[src/rtl/core/tce_pkg.sv]
// ----------------------------------------------------------------------------
// TEA cipher engine package
// Shared widths, reset values, codes and control bundles of the engine.
// ----------------------------------------------------------------------------
`default_nettype none

package tce_pkg;

    localparam int unsigned WORD_W    = 32;
    localparam int unsigned HALF_W    = 16;
    localparam int unsigned FUNC_W    = 2;
    localparam int unsigned CNT_W     = 7;
    localparam int unsigned CFG_IDX_W = 3;
    localparam int unsigned UPC_W     = 3;

    localparam logic [CNT_W-1:0] MAX_ROUNDS = 7'd64;

    // Register reset values
    localparam logic [WORD_W-1:0] KEY_A_RST       = 32'h0000_0012;
    localparam logic [WORD_W-1:0] KEY_B_RST       = 32'h0000_0261;
    localparam logic [WORD_W-1:0] KEY_C_RST       = 32'h0000_0084;
    localparam logic [WORD_W-1:0] KEY_D_RST       = 32'h0000_0036;
    localparam logic [WORD_W-1:0] ROUND_DELTA_RST = 32'h0000_8436;
    localparam logic [CNT_W-1:0]  ROUND_COUNT_RST = 7'd6;

    // Register indexes
    localparam logic [CFG_IDX_W-1:0] CFG_KEY_A       = 3'd0;
    localparam logic [CFG_IDX_W-1:0] CFG_KEY_B       = 3'd1;
    localparam logic [CFG_IDX_W-1:0] CFG_KEY_C       = 3'd2;
    localparam logic [CFG_IDX_W-1:0] CFG_KEY_D       = 3'd3;
    localparam logic [CFG_IDX_W-1:0] CFG_ROUND_DELTA = 3'd4;
    localparam logic [CFG_IDX_W-1:0] CFG_ROUND_COUNT = 3'd5;

    // Microcode addresses
    localparam logic [UPC_W-1:0] UA_ENC_A = 3'd0;
    localparam logic [UPC_W-1:0] UA_ENC_B = 3'd1;
    localparam logic [UPC_W-1:0] UA_DEC_A = 3'd2;
    localparam logic [UPC_W-1:0] UA_DEC_B = 3'd3;
    localparam logic [UPC_W-1:0] UA_FIN   = 3'd4;

    typedef enum logic [FUNC_W-1:0] {
        FUNC_LOAD = 2'd0,
        FUNC_ENC  = 2'd1,
        FUNC_DEC  = 2'd2
    } t_func;

    typedef enum logic {
        WSEL_FIRST,
        WSEL_SECOND
    } t_word_sel;

    typedef enum logic [1:0] {
        SUM_KEEP,
        SUM_PRE_ADD,
        SUM_POST_SUB
    } t_sum_op;

    typedef enum logic [1:0] {
        SEQ_NEXT,
        SEQ_LOOP,
        SEQ_END
    } t_seq_op;

    typedef enum logic {
        ST_IDLE,
        ST_RUN
    } t_seq_state;

    typedef struct packed {
        logic       upd_en;
        t_word_sel  word_sel;
        logic       sub;
        t_sum_op    sum_op;
        t_seq_op    seq_op;
        logic [UPC_W-1:0] target;
    } t_uword;

    typedef struct packed {
        logic       load_en;
        logic       step_en;
        t_word_sel  word_sel;
        logic       sub;
        t_sum_op    sum_op;
    } t_dp_ctrl;

    typedef struct packed {
        logic busy;
        logic done;
    } t_seq_status;

endpackage

`default_nettype wire

[src/rtl/core/tce_datapath.sv]
// ----------------------------------------------------------------------------
// TEA cipher engine datapath
// Word and sum registers with one shared mix unit and add/subtract stage.
// ----------------------------------------------------------------------------
`default_nettype none

module tce_datapath (
    input  wire logic                        i_clk,
    input  wire logic                        i_rst_n,
    input  wire tce_pkg::t_dp_ctrl           i_ctrl,
    input  wire logic [tce_pkg::HALF_W-1:0]  i_load_first,
    input  wire logic [tce_pkg::HALF_W-1:0]  i_load_second,
    input  wire logic [tce_pkg::WORD_W-1:0]  i_key_a,
    input  wire logic [tce_pkg::WORD_W-1:0]  i_key_b,
    input  wire logic [tce_pkg::WORD_W-1:0]  i_key_c,
    input  wire logic [tce_pkg::WORD_W-1:0]  i_key_d,
    input  wire logic [tce_pkg::WORD_W-1:0]  i_round_delta,
    output logic      [tce_pkg::WORD_W-1:0]  o_first,
    output logic      [tce_pkg::WORD_W-1:0]  o_second
);
    import tce_pkg::*;

    logic [WORD_W-1:0] r_first, n_first;
    logic [WORD_W-1:0] r_second, n_second;
    logic [WORD_W-1:0] r_sum, n_sum;

    logic [WORD_W-1:0] sum_pre;
    logic [WORD_W-1:0] sum_use;
    logic [WORD_W-1:0] mix_w;
    logic [WORD_W-1:0] key_l;
    logic [WORD_W-1:0] key_r;
    logic [WORD_W-1:0] mix_val;
    logic [WORD_W-1:0] dst;
    logic [WORD_W-1:0] upd;

    // Shared round unit: one word update per step
    always_comb begin
        sum_pre = r_sum + i_round_delta;
        sum_use = (i_ctrl.sum_op == SUM_PRE_ADD) ? sum_pre : r_sum;
        if (i_ctrl.word_sel == WSEL_FIRST) begin
            mix_w = r_second;
            key_l = i_key_a;
            key_r = i_key_b;
            dst   = r_first;
        end else begin
            mix_w = r_first;
            key_l = i_key_c;
            key_r = i_key_d;
            dst   = r_second;
        end
        mix_val = ((mix_w << 4) + key_l) ^ (mix_w + sum_use)
                ^ ({{5{mix_w[WORD_W-1]}}, mix_w[WORD_W-1:5]} + key_r);
        upd     = i_ctrl.sub ? (dst - mix_val) : (dst + mix_val);
    end

    always_comb begin
        n_first  = r_first;
        n_second = r_second;
        n_sum    = r_sum;
        if (i_ctrl.load_en) begin
            n_first  = {{(WORD_W-HALF_W){1'b0}}, i_load_first};
            n_second = {{(WORD_W-HALF_W){1'b0}}, i_load_second};
        end else if (i_ctrl.step_en) begin
            if (i_ctrl.word_sel == WSEL_FIRST) begin
                n_first = upd;
            end else begin
                n_second = upd;
            end
            case (i_ctrl.sum_op)
                SUM_PRE_ADD:  n_sum = sum_pre;
                SUM_POST_SUB: n_sum = r_sum - i_round_delta;
                default:      n_sum = r_sum;
            endcase
        end
    end

    always_ff @(posedge i_clk) begin
        if (!i_rst_n) begin
            r_first  <= '0;
            r_second <= '0;
            r_sum    <= '0;
        end else begin
            r_first  <= n_first;
            r_second <= n_second;
            r_sum    <= n_sum;
        end
    end

    assign o_first  = r_first;
    assign o_second = r_second;

endmodule

`default_nettype wire

[src/rtl/core/tce_useq.sv]
// ----------------------------------------------------------------------------
// TEA cipher engine microsequencer
// Control ROM, micro program counter, round counter and run/idle control.
// ----------------------------------------------------------------------------
`default_nettype none

module tce_useq (
    input  wire logic                       i_clk,
    input  wire logic                       i_rst_n,
    input  wire logic                       i_start,
    input  wire logic [tce_pkg::FUNC_W-1:0] i_func,
    input  wire logic [tce_pkg::CNT_W-1:0]  i_round_count,
    input  wire logic                       i_out_free,
    output tce_pkg::t_dp_ctrl               o_dp_ctrl,
    output tce_pkg::t_seq_status            o_status
);
    import tce_pkg::*;

    t_seq_state        r_state, n_state;
    logic [UPC_W-1:0]  r_upc, n_upc;
    logic [CNT_W-1:0]  r_cnt, n_cnt;

    t_uword            uword;
    logic [CNT_W-1:0]  rounds;
    logic              more;
    logic              run;

    function automatic t_uword ucode(input logic [UPC_W-1:0] addr);
        t_uword w;
        w = '{upd_en: 1'b0, word_sel: WSEL_FIRST, sub: 1'b0, sum_op: SUM_KEEP,
              seq_op: SEQ_END, target: UA_FIN};
        case (addr)
            UA_ENC_A: w = '{upd_en: 1'b1, word_sel: WSEL_FIRST, sub: 1'b0,
                            sum_op: SUM_PRE_ADD, seq_op: SEQ_NEXT, target: UA_ENC_B};
            UA_ENC_B: w = '{upd_en: 1'b1, word_sel: WSEL_SECOND, sub: 1'b0,
                            sum_op: SUM_KEEP, seq_op: SEQ_LOOP, target: UA_ENC_A};
            UA_DEC_A: w = '{upd_en: 1'b1, word_sel: WSEL_SECOND, sub: 1'b1,
                            sum_op: SUM_KEEP, seq_op: SEQ_NEXT, target: UA_DEC_B};
            UA_DEC_B: w = '{upd_en: 1'b1, word_sel: WSEL_FIRST, sub: 1'b1,
                            sum_op: SUM_POST_SUB, seq_op: SEQ_LOOP, target: UA_DEC_A};
            default:  w = '{upd_en: 1'b0, word_sel: WSEL_FIRST, sub: 1'b0,
                            sum_op: SUM_KEEP, seq_op: SEQ_END, target: UA_FIN};
        endcase
        return w;
    endfunction

    assign uword  = ucode(r_upc);
    assign rounds = (i_round_count > MAX_ROUNDS) ? MAX_ROUNDS : i_round_count;
    assign more   = (r_cnt > 7'd1);
    assign run    = (r_state == ST_RUN);

    // Next state
    always_comb begin
        n_state = r_state;
        case (r_state)
            ST_IDLE: if (i_start) n_state = ST_RUN;
            ST_RUN:  if (uword.seq_op == SEQ_END && i_out_free) n_state = ST_IDLE;
            default: n_state = ST_IDLE;
        endcase
    end

    // Program counter and round counter
    always_comb begin
        n_upc = r_upc;
        n_cnt = r_cnt;
        if (!run) begin
            if (i_start) begin
                n_cnt = rounds;
                case (i_func)
                    FUNC_ENC: n_upc = (rounds == '0) ? UA_FIN : UA_ENC_A;
                    FUNC_DEC: n_upc = (rounds == '0) ? UA_FIN : UA_DEC_A;
                    default:  n_upc = UA_FIN;
                endcase
            end
        end else begin
            case (uword.seq_op)
                SEQ_NEXT: n_upc = uword.target;
                SEQ_LOOP: begin
                    n_cnt = r_cnt - 7'd1;
                    n_upc = more ? uword.target : UA_FIN;
                end
                default:  n_upc = r_upc;
            endcase
        end
    end

    // Outputs
    always_comb begin
        o_dp_ctrl.load_en  = i_start && !run && (i_func == FUNC_LOAD);
        o_dp_ctrl.step_en  = run && uword.upd_en;
        o_dp_ctrl.word_sel = uword.word_sel;
        o_dp_ctrl.sub      = uword.sub;
        o_dp_ctrl.sum_op   = uword.sum_op;
        o_status.busy      = run;
        o_status.done      = run && (uword.seq_op == SEQ_END) && i_out_free;
    end

    always_ff @(posedge i_clk) begin
        if (!i_rst_n) begin
            r_state <= ST_IDLE;
            r_upc   <= UA_FIN;
            r_cnt   <= '0;
        end else begin
            r_state <= n_state;
            r_upc   <= n_upc;
            r_cnt   <= n_cnt;
        end
    end

endmodule

`default_nettype wire

[src/rtl/core/tea_cipher_engine_top.sv]
// ----------------------------------------------------------------------------
// TEA cipher engine top level
// Config registers, input/output handshakes, microsequencer and datapath.
// ----------------------------------------------------------------------------
// The engine holds two 32-bit words and a running round sum that persists
// across transactions. A load transaction (func 0) writes the two 16-bit
// inputs, zero-extended, into the words; encrypt (func 1) and decrypt
// (func 2) run min(round_count, 64) Feistel rounds; func 3 leaves everything
// as is. Every input transaction yields exactly one output transaction with
// the two words after the operation. One transaction is worked on at a time;
// a new one is accepted only once the sequencer is idle again. Encrypt and
// decrypt use the single shared round unit, which performs one of the two
// dependent word updates of a round per micro step. A finished result sits
// in the output register while the next transaction is accepted; a further
// result is only held back if it completes before the first is taken.
// ----------------------------------------------------------------------------
`default_nettype none

module tea_cipher_engine_top (
    input  wire logic                          i_clk,
    input  wire logic                          i_rst_n,
    // Configuration write port
    input  wire logic                          i_cfg_wr_en,
    input  wire logic [tce_pkg::CFG_IDX_W-1:0] i_cfg_index,
    input  wire logic [tce_pkg::WORD_W-1:0]    i_cfg_wdata,
    // Input channel
    input  wire logic                          i_in_valid,
    output logic                               o_in_stall,
    input  wire logic [tce_pkg::FUNC_W-1:0]    i_func,
    input  wire logic [tce_pkg::HALF_W-1:0]    i_load_first,
    input  wire logic [tce_pkg::HALF_W-1:0]    i_load_second,
    // Output channel
    output logic                               o_out_valid,
    input  wire logic                          i_out_stall,
    output logic signed [tce_pkg::WORD_W-1:0]  o_word_first,
    output logic signed [tce_pkg::WORD_W-1:0]  o_word_second
);
    import tce_pkg::*;

    // Configuration registers
    logic [WORD_W-1:0] r_key_a;
    logic [WORD_W-1:0] r_key_b;
    logic [WORD_W-1:0] r_key_c;
    logic [WORD_W-1:0] r_key_d;
    logic [WORD_W-1:0] r_round_delta;
    logic [CNT_W-1:0]  r_round_count;

    // Output register
    logic              r_out_valid;
    logic [WORD_W-1:0] r_word_first;
    logic [WORD_W-1:0] r_word_second;

    logic              in_acc;
    logic              out_free;
    t_dp_ctrl          dp_ctrl;
    t_seq_status       seq_status;
    logic [WORD_W-1:0] dp_first;
    logic [WORD_W-1:0] dp_second;

    // Register writes; an index past the list is dropped
    always_ff @(posedge i_clk) begin
        if (!i_rst_n) begin
            r_key_a       <= KEY_A_RST;
            r_key_b       <= KEY_B_RST;
            r_key_c       <= KEY_C_RST;
            r_key_d       <= KEY_D_RST;
            r_round_delta <= ROUND_DELTA_RST;
            r_round_count <= ROUND_COUNT_RST;
        end else if (i_cfg_wr_en) begin
            case (i_cfg_index)
                CFG_KEY_A:       r_key_a       <= i_cfg_wdata;
                CFG_KEY_B:       r_key_b       <= i_cfg_wdata;
                CFG_KEY_C:       r_key_c       <= i_cfg_wdata;
                CFG_KEY_D:       r_key_d       <= i_cfg_wdata;
                CFG_ROUND_DELTA: r_round_delta <= i_cfg_wdata;
                CFG_ROUND_COUNT: r_round_count <= i_cfg_wdata[CNT_W-1:0];
                default: ;
            endcase
        end
    end

    // Accept only while the sequencer is idle
    assign o_in_stall = seq_status.busy;
    assign in_acc     = i_in_valid && !o_in_stall;

    // Output slot is free when empty or draining this cycle
    assign out_free = !r_out_valid || !i_out_stall;

    tce_useq u_useq (
        .i_clk         (i_clk),
        .i_rst_n       (i_rst_n),
        .i_start       (in_acc),
        .i_func        (i_func),
        .i_round_count (r_round_count),
        .i_out_free    (out_free),
        .o_dp_ctrl     (dp_ctrl),
        .o_status      (seq_status)
    );

    tce_datapath u_datapath (
        .i_clk         (i_clk),
        .i_rst_n       (i_rst_n),
        .i_ctrl        (dp_ctrl),
        .i_load_first  (i_load_first),
        .i_load_second (i_load_second),
        .i_key_a       (r_key_a),
        .i_key_b       (r_key_b),
        .i_key_c       (r_key_c),
        .i_key_d       (r_key_d),
        .i_round_delta (r_round_delta),
        .o_first       (dp_first),
        .o_second      (dp_second)
    );

    // Capture the words when the program ends; drop valid once taken
    always_ff @(posedge i_clk) begin
        if (!i_rst_n) begin
            r_out_valid <= 1'b0;
        end else if (seq_status.done) begin
            r_out_valid <= 1'b1;
        end else if (!i_out_stall) begin
            r_out_valid <= 1'b0;
        end
    end

    always_ff @(posedge i_clk) begin
        if (seq_status.done) begin
            r_word_first  <= dp_first;
            r_word_second <= dp_second;
        end
    end

    assign o_out_valid   = r_out_valid;
    assign o_word_first  = r_word_first;
    assign o_word_second = r_word_second;

    // An accepted transaction keeps the input side closed in the next cycle
    a_accept_busy: assert property (@(posedge i_clk) disable iff (!i_rst_n)
        in_acc |=> o_in_stall)
        else $error("input not stalled after accept");

    // Words hold while idle with nothing accepted
    a_idle_hold: assert property (@(posedge i_clk) disable iff (!i_rst_n)
        (!seq_status.busy && !in_acc) |=> ($stable(dp_first) && $stable(dp_second)))
        else $error("words changed while idle");

    // Program end always presents a result in the next cycle
    a_done_valid: assert property (@(posedge i_clk) disable iff (!i_rst_n)
        seq_status.done |=> (o_out_valid && !o_in_stall))
        else $error("finished program without result");

endmodule

`default_nettype wire
[config.mk]
export PLATFORM = sky130hd
export DESIGN_NAME = tea_cipher_engine_top
export DESIGN_NICKNAME = d
export VERILOG_FILES = /design/src/rtl/core/tce_pkg.sv /design/src/rtl/core/tce_datapath.sv /design/src/rtl/core/tce_useq.sv /design/src/rtl/core/tea_cipher_engine_top.sv
export SDC_FILE = /design/constraint.sdc
export NUM_CORES = 1
export LEC_CHECK = 0
export BUFFER_PORTS_ARGS = -buffer_cell sky130_fd_sc_hd__buf_2
export CORE_AREA = 3 3 284 286
export CTS_CLUSTER_SIZE = 8
export DETAILED_ROUTE_END_ITERATION = 10
export DIE_AREA = 0 0 287 289
export PLACE_DENSITY = 0.56
export RECOVER_POWER = 25
export SETUP_SLACK_MARGIN = 0.02
export SKIP_LAST_GASP = 1
export SLEW_MARGIN = 20
export SYNTH_ARGS = -nofsm -noshare
export SYNTH_HDL_FRONTEND = slang
export SYNTH_SLANG_ARGS = --single-unit
[constraint.sdc]
create_clock -name i_clk -period 9.58 [get_ports i_clk]
set_input_delay 0.479 -clock i_clk [delete_from_list [all_inputs] [get_ports i_clk]]
set_output_delay 0.479 -clock i_clk [all_outputs]
set_load 0.01 [all_outputs]
* Word level (Yosys, flattened, before mapping)
Cells that the tools add are included.
** Storage, ports and cells
- Register bits :: 339
- Input port bits :: 74
- Word-level logic and storage cells :: 115
** Cells by class
- Add/sub/neg operators :: 8
- Magnitude comparators :: 2
- Equal/unequal tests :: 18
- Muxes and demuxes :: 30
- Bitwise gates (word level) :: 6
- Reduce and logical (&&, ||, !) cells :: 34
** Operators with widths (number)
- $mux 32 :: 6
- $add 32x32->32 :: 5
- $mux 16 :: 6
- $pmux 32 s2 :: 1
- $sub 32x32->32 :: 2
- $xor 32x32->32 :: 2
- $pmux 10 s4 :: 1
- $mux 7 :: 4
- $reduce_and 2->1 :: 12
- $mux 3 :: 5
- $eq 3x2->1 const B :: 4
- $pmux 3 s2 :: 2
- $reduce_bool 2->1 :: 4
- $gt 7x1->1 const B :: 1
- $gt 7x7->1 const B :: 1
- $logic_and 1x1->1 :: 7
- $logic_not 7->1 :: 1
- $sub 7x1->7 const B :: 1
- $eq 2x1->1 const B :: 3
- $eq 2x2->1 const B :: 3
- $eq 3x1->1 const B :: 2
- $eq 3x3->1 const B :: 2
- $logic_not 3->1 :: 2
- $logic_not 2->1 :: 2
- other kinds (10) :: 19

* Logic depth before layout (Yosys ltp)
- Depth in word-level cells :: 12
- Mapped depth :: 38

* Modules after synthesis
From an unflattened synthesis, not the netlist that was laid out.
** Unflattened totals
- Cell total of the unflattened synthesis :: 2921
- Area total of the unflattened synthesis :: 25130.4 um2
** By module, submodules not included
- tce_datapath :: instances 1, cells each 2159, area each 16144.2 um2, seq. area each 1921.8 um2
- tea_cipher_engine_top :: instances 1, cells each 664, area each 8181.6 um2, seq. area each 5285.1 um2
- tce_useq :: instances 1, cells each 98, area each 804.5 um2, seq. area each 220.2 um2

* Worst setup path before layout
OpenSTA, ideal clock, no wires.
- Path kind :: flip-flop to flip-flop
- From :: register u_useq.r_upc[0]
- To :: register u_datapath.r_first[31] (netlist: u_datapath.o_first[31])
- Setup time :: 0.074 ns
- Data arrival time :: 7.385 ns
- Setup slack :: 2.120 ns
- Stages on the path, launching flop included :: 29
- Path buffers :: 3
- Cells stage by stage :: dfxtp_1 -> xnor2_2 -> nor2_2 -> buf_2 -> clkbuf_1 -> clkbuf_1 -> mux2_2 -> ha_1 -> fa_1 -> a211oi_1 -> o211ai_1 -> a41oi_2 -> xnor3_1 -> nor3_1 -> nand2_1 -> or3_4 -> o41ai_1 -> xor2_1 -> ha_1 -> nand2_1 -> o41a_1 -> o21ai_0 -> nand4_1 -> nand2_1 -> a41oi_1 -> a211oi_1 -> nand3_1 -> mux2_2 -> a31oi_1
** On the way
- Longest elaborated chain between the ends :: 9
- Elaborated cells between the ends (all ways) :: 22
- Classes of those cells :: 5 x add/sub; 4 x eq/ne; 7 x mux; 3 x bitwise; 3 x reduce/logical
** RTL lines
- start, declared :: RTL line tce_useq.sv:20 : logic [UPC_W-1:0] r_upc, n_upc;
- start signal, assigned :: RTL line tce_useq.sv:105 : r_upc <= n_upc;
- $eq 3x2->1 (tied with other cells) :: RTL line tce_useq.sv:32 : case (addr)
- $pmux 10 s4 (*) :: RTL line tce_useq.sv:32
- $eq 2x1->1 :: RTL line tce_datapath.sv:39 : sum_use = (i_ctrl.sum_op == SUM_PRE_ADD) ? sum_pre : r_sum;
- $mux 32 :: RTL line tce_datapath.sv:39
- $add 32x32->32 :: RTL line tce_datapath.sv:51 : mix_val = ((mix_w << 4) + key_l) ^ (mix_w + sum_use)
- $xor 32x32->32 :: RTL line tce_datapath.sv:51
- $xor 32x32->32 :: RTL line tce_datapath.sv:52 : ^ ({{5{mix_w[WORD_W-1]}}, mix_w[WORD_W-1:5]} + key_r);
- $add 32x32->32 / $sub 32x32->32 (equally long branches) :: RTL line tce_datapath.sv:53 : upd = i_ctrl.sub ? (dst - mix_val) : (dst + mix_val);
- $mux 32 :: RTL line tce_datapath.sv:53
- end signal, assigned :: RTL line tce_datapath.sv:83 : r_first <= n_first;
- end, declared :: RTL line tce_datapath.sv:23 : logic [WORD_W-1:0] r_first, n_first;
Mark *: on every way between the ends. The rest lies on a longest branch, timed or not.
A chain may end at the register's enable or synchronous reset.

* Worst setup path in the final report
- From :: register r_round_delta[1]
- To :: register u_datapath.r_second[31] (netlist: u_datapath.o_second[31])
** On the way
- Longest elaborated chain between the ends :: 7
- Elaborated cells between the ends (all ways) :: 8
- Classes of those cells :: 4 x add/sub; 2 x mux; 2 x bitwise
** RTL lines
- start, declared :: RTL line tea_cipher_engine_top.sv:45 : logic [WORD_W-1:0] r_round_delta;
- start signal, assigned :: RTL line tea_cipher_engine_top.sv:75 : CFG_ROUND_DELTA: r_round_delta <= i_cfg_wdata;
- $add 32x32->32 (*) :: RTL line tce_datapath.sv:38 : sum_pre = r_sum + i_round_delta;
- $mux 32 (*) :: RTL line tce_datapath.sv:39
- $add 32x32->32 (*) :: RTL line tce_datapath.sv:51
- $xor 32x32->32 (*) :: RTL line tce_datapath.sv:51
- $xor 32x32->32 (*) :: RTL line tce_datapath.sv:52
- $add 32x32->32 / $sub 32x32->32 (equally long branches) :: RTL line tce_datapath.sv:53
- $mux 32 (*) :: RTL line tce_datapath.sv:53
- end signal, assigned :: RTL line tce_datapath.sv:84 : r_second <= n_second;
- end, declared :: RTL line tce_datapath.sv:24 : logic [WORD_W-1:0] r_second, n_second;
Marks and branches as above.

==> flow_metrics.tcl <==
set metrics [dict create \
    hpwlAfterDp_um 56600 \
    ys_seq_area_share_pct 30.7 \
    arrival_ns 9.20 \
    clock_path_buffers 3 \
    crit_top_cell "a21oi_1" \
    numCtsBuffers 48 \
    core_um2 78600 \
    fin_tns_setup_ns 0 \
    max_slew_margin_pct -188 \
    synth-async-reset-ratio_pct 0 \
    hold_path_depth 3 \
    drv_slew 238 \
    cp-startpoint "r_round_delta[1]" \
    netlist_instances 2993 \
    cts_tree "built" \
    syn_avg_cell_area_um2 8.08 \
    fmax_mhz 115 \
    grt_pass1_wl_um 117000 \
    skew_ns 0.0282 \
    yosys_register_bits 339 \
    fin_crit_ns 8.72 \
    h-tree-depth 2 \
    wl_per_cell_um 18.3 \
    cts_hold_buf 0 \
    drive_above_1_share_pct 11.8 \
    io_buffer_count 139 \
    timing.final.ws_setup_ns 0.855 \
    dieWidth_um 287 \
    finalHoldViolCount 0 \
    worstPathMaxFanout 6 \
    cp_data_required_time_ns 10.06 \
    worstMarginPinSlew_ns 4.29 \
    drt_iter0_markers 1415 \
    cpMaxStageDelayCell "a211oi_1" \
    yosysUniqueCellTypes 78 \
    power.density_nw_per_um2 142 \
    synthFlopType "dfxtp_1" \
    synth_warnings 0 \
    cts_root_buf "clkbuf_16" \
    drc 0 \
    finalNetCount 3330 \
    setup.worst_path.class "flip-flop to flip-flop" \
    synthesis.area_um2 24200 \
    p_seq_share_pct 39.8 \
    num_vias 21278 \
    synth_edf_count 64 \
    worstSkewPairLatency_ns 0.60 \
    path_buf_inv 1 \
    gp_congestion 0.868 \
    status "finished with violations" \
    rr_worst_depth 33 \
    dieArea_um2 82900 \
    internal_power_uw 2710 \
    netSwitchingFraction_pct 29.7 \
    hp-start "i_load_second[1]" \
    p_clk_share_pct 40.6 \
    crit_path_end_kind "flip-flop" \
    vias_per_cell 5.15 \
    whs_ns 0.122 \
    leakagePower_uw 0.0110 \
    r2r-start "r_round_delta[1]" \
    cp_slowest_stage_delay_ns 0.64 \
    rsz0062_at_grt "false" \
    combPwrFrac_pct 19.5 \
    grtUsageTotal_pct 17.7 \
    ir_worst_vdd_mv 0.118 \
    max-cap-violations 4 \
    std_cell_rows 103 \
    die_y_um 289 \
    grt_max_degree 128 \
    hold_path.class "input port to flip-flop" \
    wl_um 75500 \
    final_core_util_pct 34.6 \
    synthesis.nets 3267 \
    postRouteAntennaNets 0 \
    cts_setup_buffers 0 \
    firstDrtPassIters 5 \
    path_depth 33 \
    syn2layout_area_growth_pct 12.4 \
    grt_pass1_vias 20094 \
    pin_count 140 \
    finalSetupViolCount 0 \
    finalCritPeriodShare_pct 91.1 \
    cts_resized 0 \
    switching_power_uw 1150 \
    initial_core_util_pct 30.8 \
    cp_top_family "compound AO/OA/AOI/OAI gates" \
    clkTransAtPathRegs_ns 0.05 \
    cts.sinks 339 \
    antenna_found_initial 5 \
    dp_slack_ns 1.01 \
    grt.overflow.total 0 \
    failed_checks "capacitance limit, slew limit" \
    start_kind "flip-flop" \
]
==> Yosys cell counts, types with 6 or more instances <==
| cell type | number | area share [%] |
|---|---|---|
| nand3_1 | 54 | 1.1 |
| and2_1 | 17 | 0.44 |
| nor3_1 | 42 | 0.87 |
| o21ai_0 | 101 | 2.1 |
| o21bai_1 | 32 | 0.99 |
| or3_1 | 14 | 0.36 |
| o22ai_1 | 8 | 0.21 |
| o211ai_1 | 29 | 0.90 |
| nor2_1 | 192 | 3.0 |
| nand4_1 | 17 | 0.44 |
| a211oi_1 | 49 | 1.5 |
| xor2_1 | 54 | 2.0 |
| a21oi_1 | 409 | 8.5 |
| nand2_1 | 521 | 8.1 |
| a31oi_1 | 23 | 0.59 |
| mux2_2 | 126 | 5.9 |
| nor3b_1 | 6 | 0.19 |
| xnor3_1 | 7 | 0.65 |
| dfxtp_1 | 275 | 23 |
| ha_1 | 194 | 10 |
| a22oi_1 | 14 | 0.43 |
| nor4_1 | 12 | 0.31 |
| o21a_1 | 24 | 0.74 |
| edfxtp_1 | 64 | 7.9 |
| clkbuf_1 | 136 | 2.1 |
| a211o_1 | 9 | 0.33 |
| fa_1 | 6 | 0.50 |
| a21boi_0 | 7 | 0.22 |
| a311oi_1 | 6 | 0.22 |
| a41oi_1 | 7 | 0.25 |
| and3_1 | 15 | 0.39 |
| o31a_1 | 7 | 0.25 |
| mux2i_1 | 21 | 0.87 |
| a221oi_1 | 15 | 0.54 |
| buf_1 | 12 | 0.19 |
| o31ai_1 | 13 | 0.40 |
| inv_1 | 96 | 1.5 |
| or2_2 | 7 | 0.18 |
| a21o_1 | 48 | 1.5 |
| nor2b_1 | 23 | 0.59 |
| nand2b_1 | 28 | 0.72 |
| xnor2_1 | 188 | 6.8 |
==> cell usage in the layout, fill, tap and decap left out, types with 8 or more instances in the layout <==
cell and instances:
nand2b_1 28, mux2i_1 21, nand3_1 54, o211ai_1 29, nand2_1 519, a31oi_1 23
o21bai_1 32, or3_1 14, a21oi_1 408, o21a_1 24, nor3_1 41, and2_1 17
o22ai_1 8, buf_4 22, mux2_2 126, nor2b_1 23, buf_2 133, dfxtp_1 275
nand4_1 17, clkbuf_1 28, ha_1 193, xor2_1 54, inv_1 95, nor2_1 187
edfxtp_1 64, nor4_1 12, and3_1 15, a221oi_1 15, clkbuf_16 48, o21ai_0 101
a211oi_1 49, a211o_1 9, xnor2_1 188, a22oi_1 14, a21o_1 48, o31ai_1 13
==> power groups by stage <==
| stage | Combinational, µW | Clock, µW | Sequential, µW |
|---|---|---|---|
| final | 753 | 1570 | 1540 |
| after global routing | 839 | 1670 | 1540 |
| after CTS | 755 | 1600 | 1540 |
| after detailed placement | 752 | 0 | 1560 |
| after global placement | 749 | 0 | 1560 |
| after floorplan | 539 | 0 | 1570 |
==> worst register-to-register path, delay by kind of cell, from the launching register on <==
family | cells | cell delay, ns
AO/OA/AOI/OAI | 17 | 4.49
AND/OR/NAND/NOR | 8 | 1.64
flip-flops | 1 | 0.43
buffers and inverters | 1 | 0.09
adder cells (fa/ha/maj) | 3 | 1.02
multiplexers | 1 | 0.29
XOR/XNOR | 3 | 0.66
==> cell type report <==
cell class              instances  area [µm²]
clock inverters                 3        53.8
clock buffers                  67        1270
diodes                          3        7.51
flip-flops and latches        339        7430
well taps                    1050        1310
inverters                      97         365
multi-input cells            2406       15900
repair buffers                164         865
fillers                      8316       51400
==> worst paths after layout <==
kind | slack, ns | endpoint
worst max-delay path | 0.86 | u_datapath.o_second[31]
worst min-delay path | 0.12 | u_datapath.o_second[1]
worst max register to register | 0.86 | u_datapath.o_second[31]
worst min register to register | 0.45 | r_key_a[6]
==> sequential cells by signal, summed over array words and instances (netlist names) <==
register,flops
u_useq.r_state,1
r_key_d,32
u_datapath.o_second,32
r_key_c,32
r_key_b,32
u_datapath.r_sum,32
o_word_first,32
r_round_delta,32
u_useq.r_upc,3
u_datapath.o_first,32
u_useq.r_cnt,7
r_round_count,7
r_key_a,32
o_out_valid,1
o_word_second,32
==> logic make-up after synthesis <==
group	count (synthesis)	share of synthesized area (%)
adders and majority gates	200	10.5
xor gates and xnor gates	250	9.48
and+or+nand+nor	964	17.3
muxes	147	6.73
buffers and inverters	248	3.87
AOI/OAI and AO/OA	845	21.4
DFF	339	30.7
==> metrics by stage <==
step | cell area (µm²) | total power [µW] | std cells
final | 27200 | 3860 | 4129
after global routing | 27200 | 4050 | 4127
after CTS | 27200 | 3890 | 4126
after detailed placement | 25900 | 2320 | 4056
after global placement | 25900 | 2310 | 4056
after floorplan | 24200 | 2110 | 2993
==> routing by layer <==
metal	part of all wire, %	global-route usage [%]
met5	0.024	0
met4	2.4	4.93
met3	5.0	2.49
met2	46	29.4
met1	46	23.9
No activity file was read; power rests on OpenSTA's default activity.
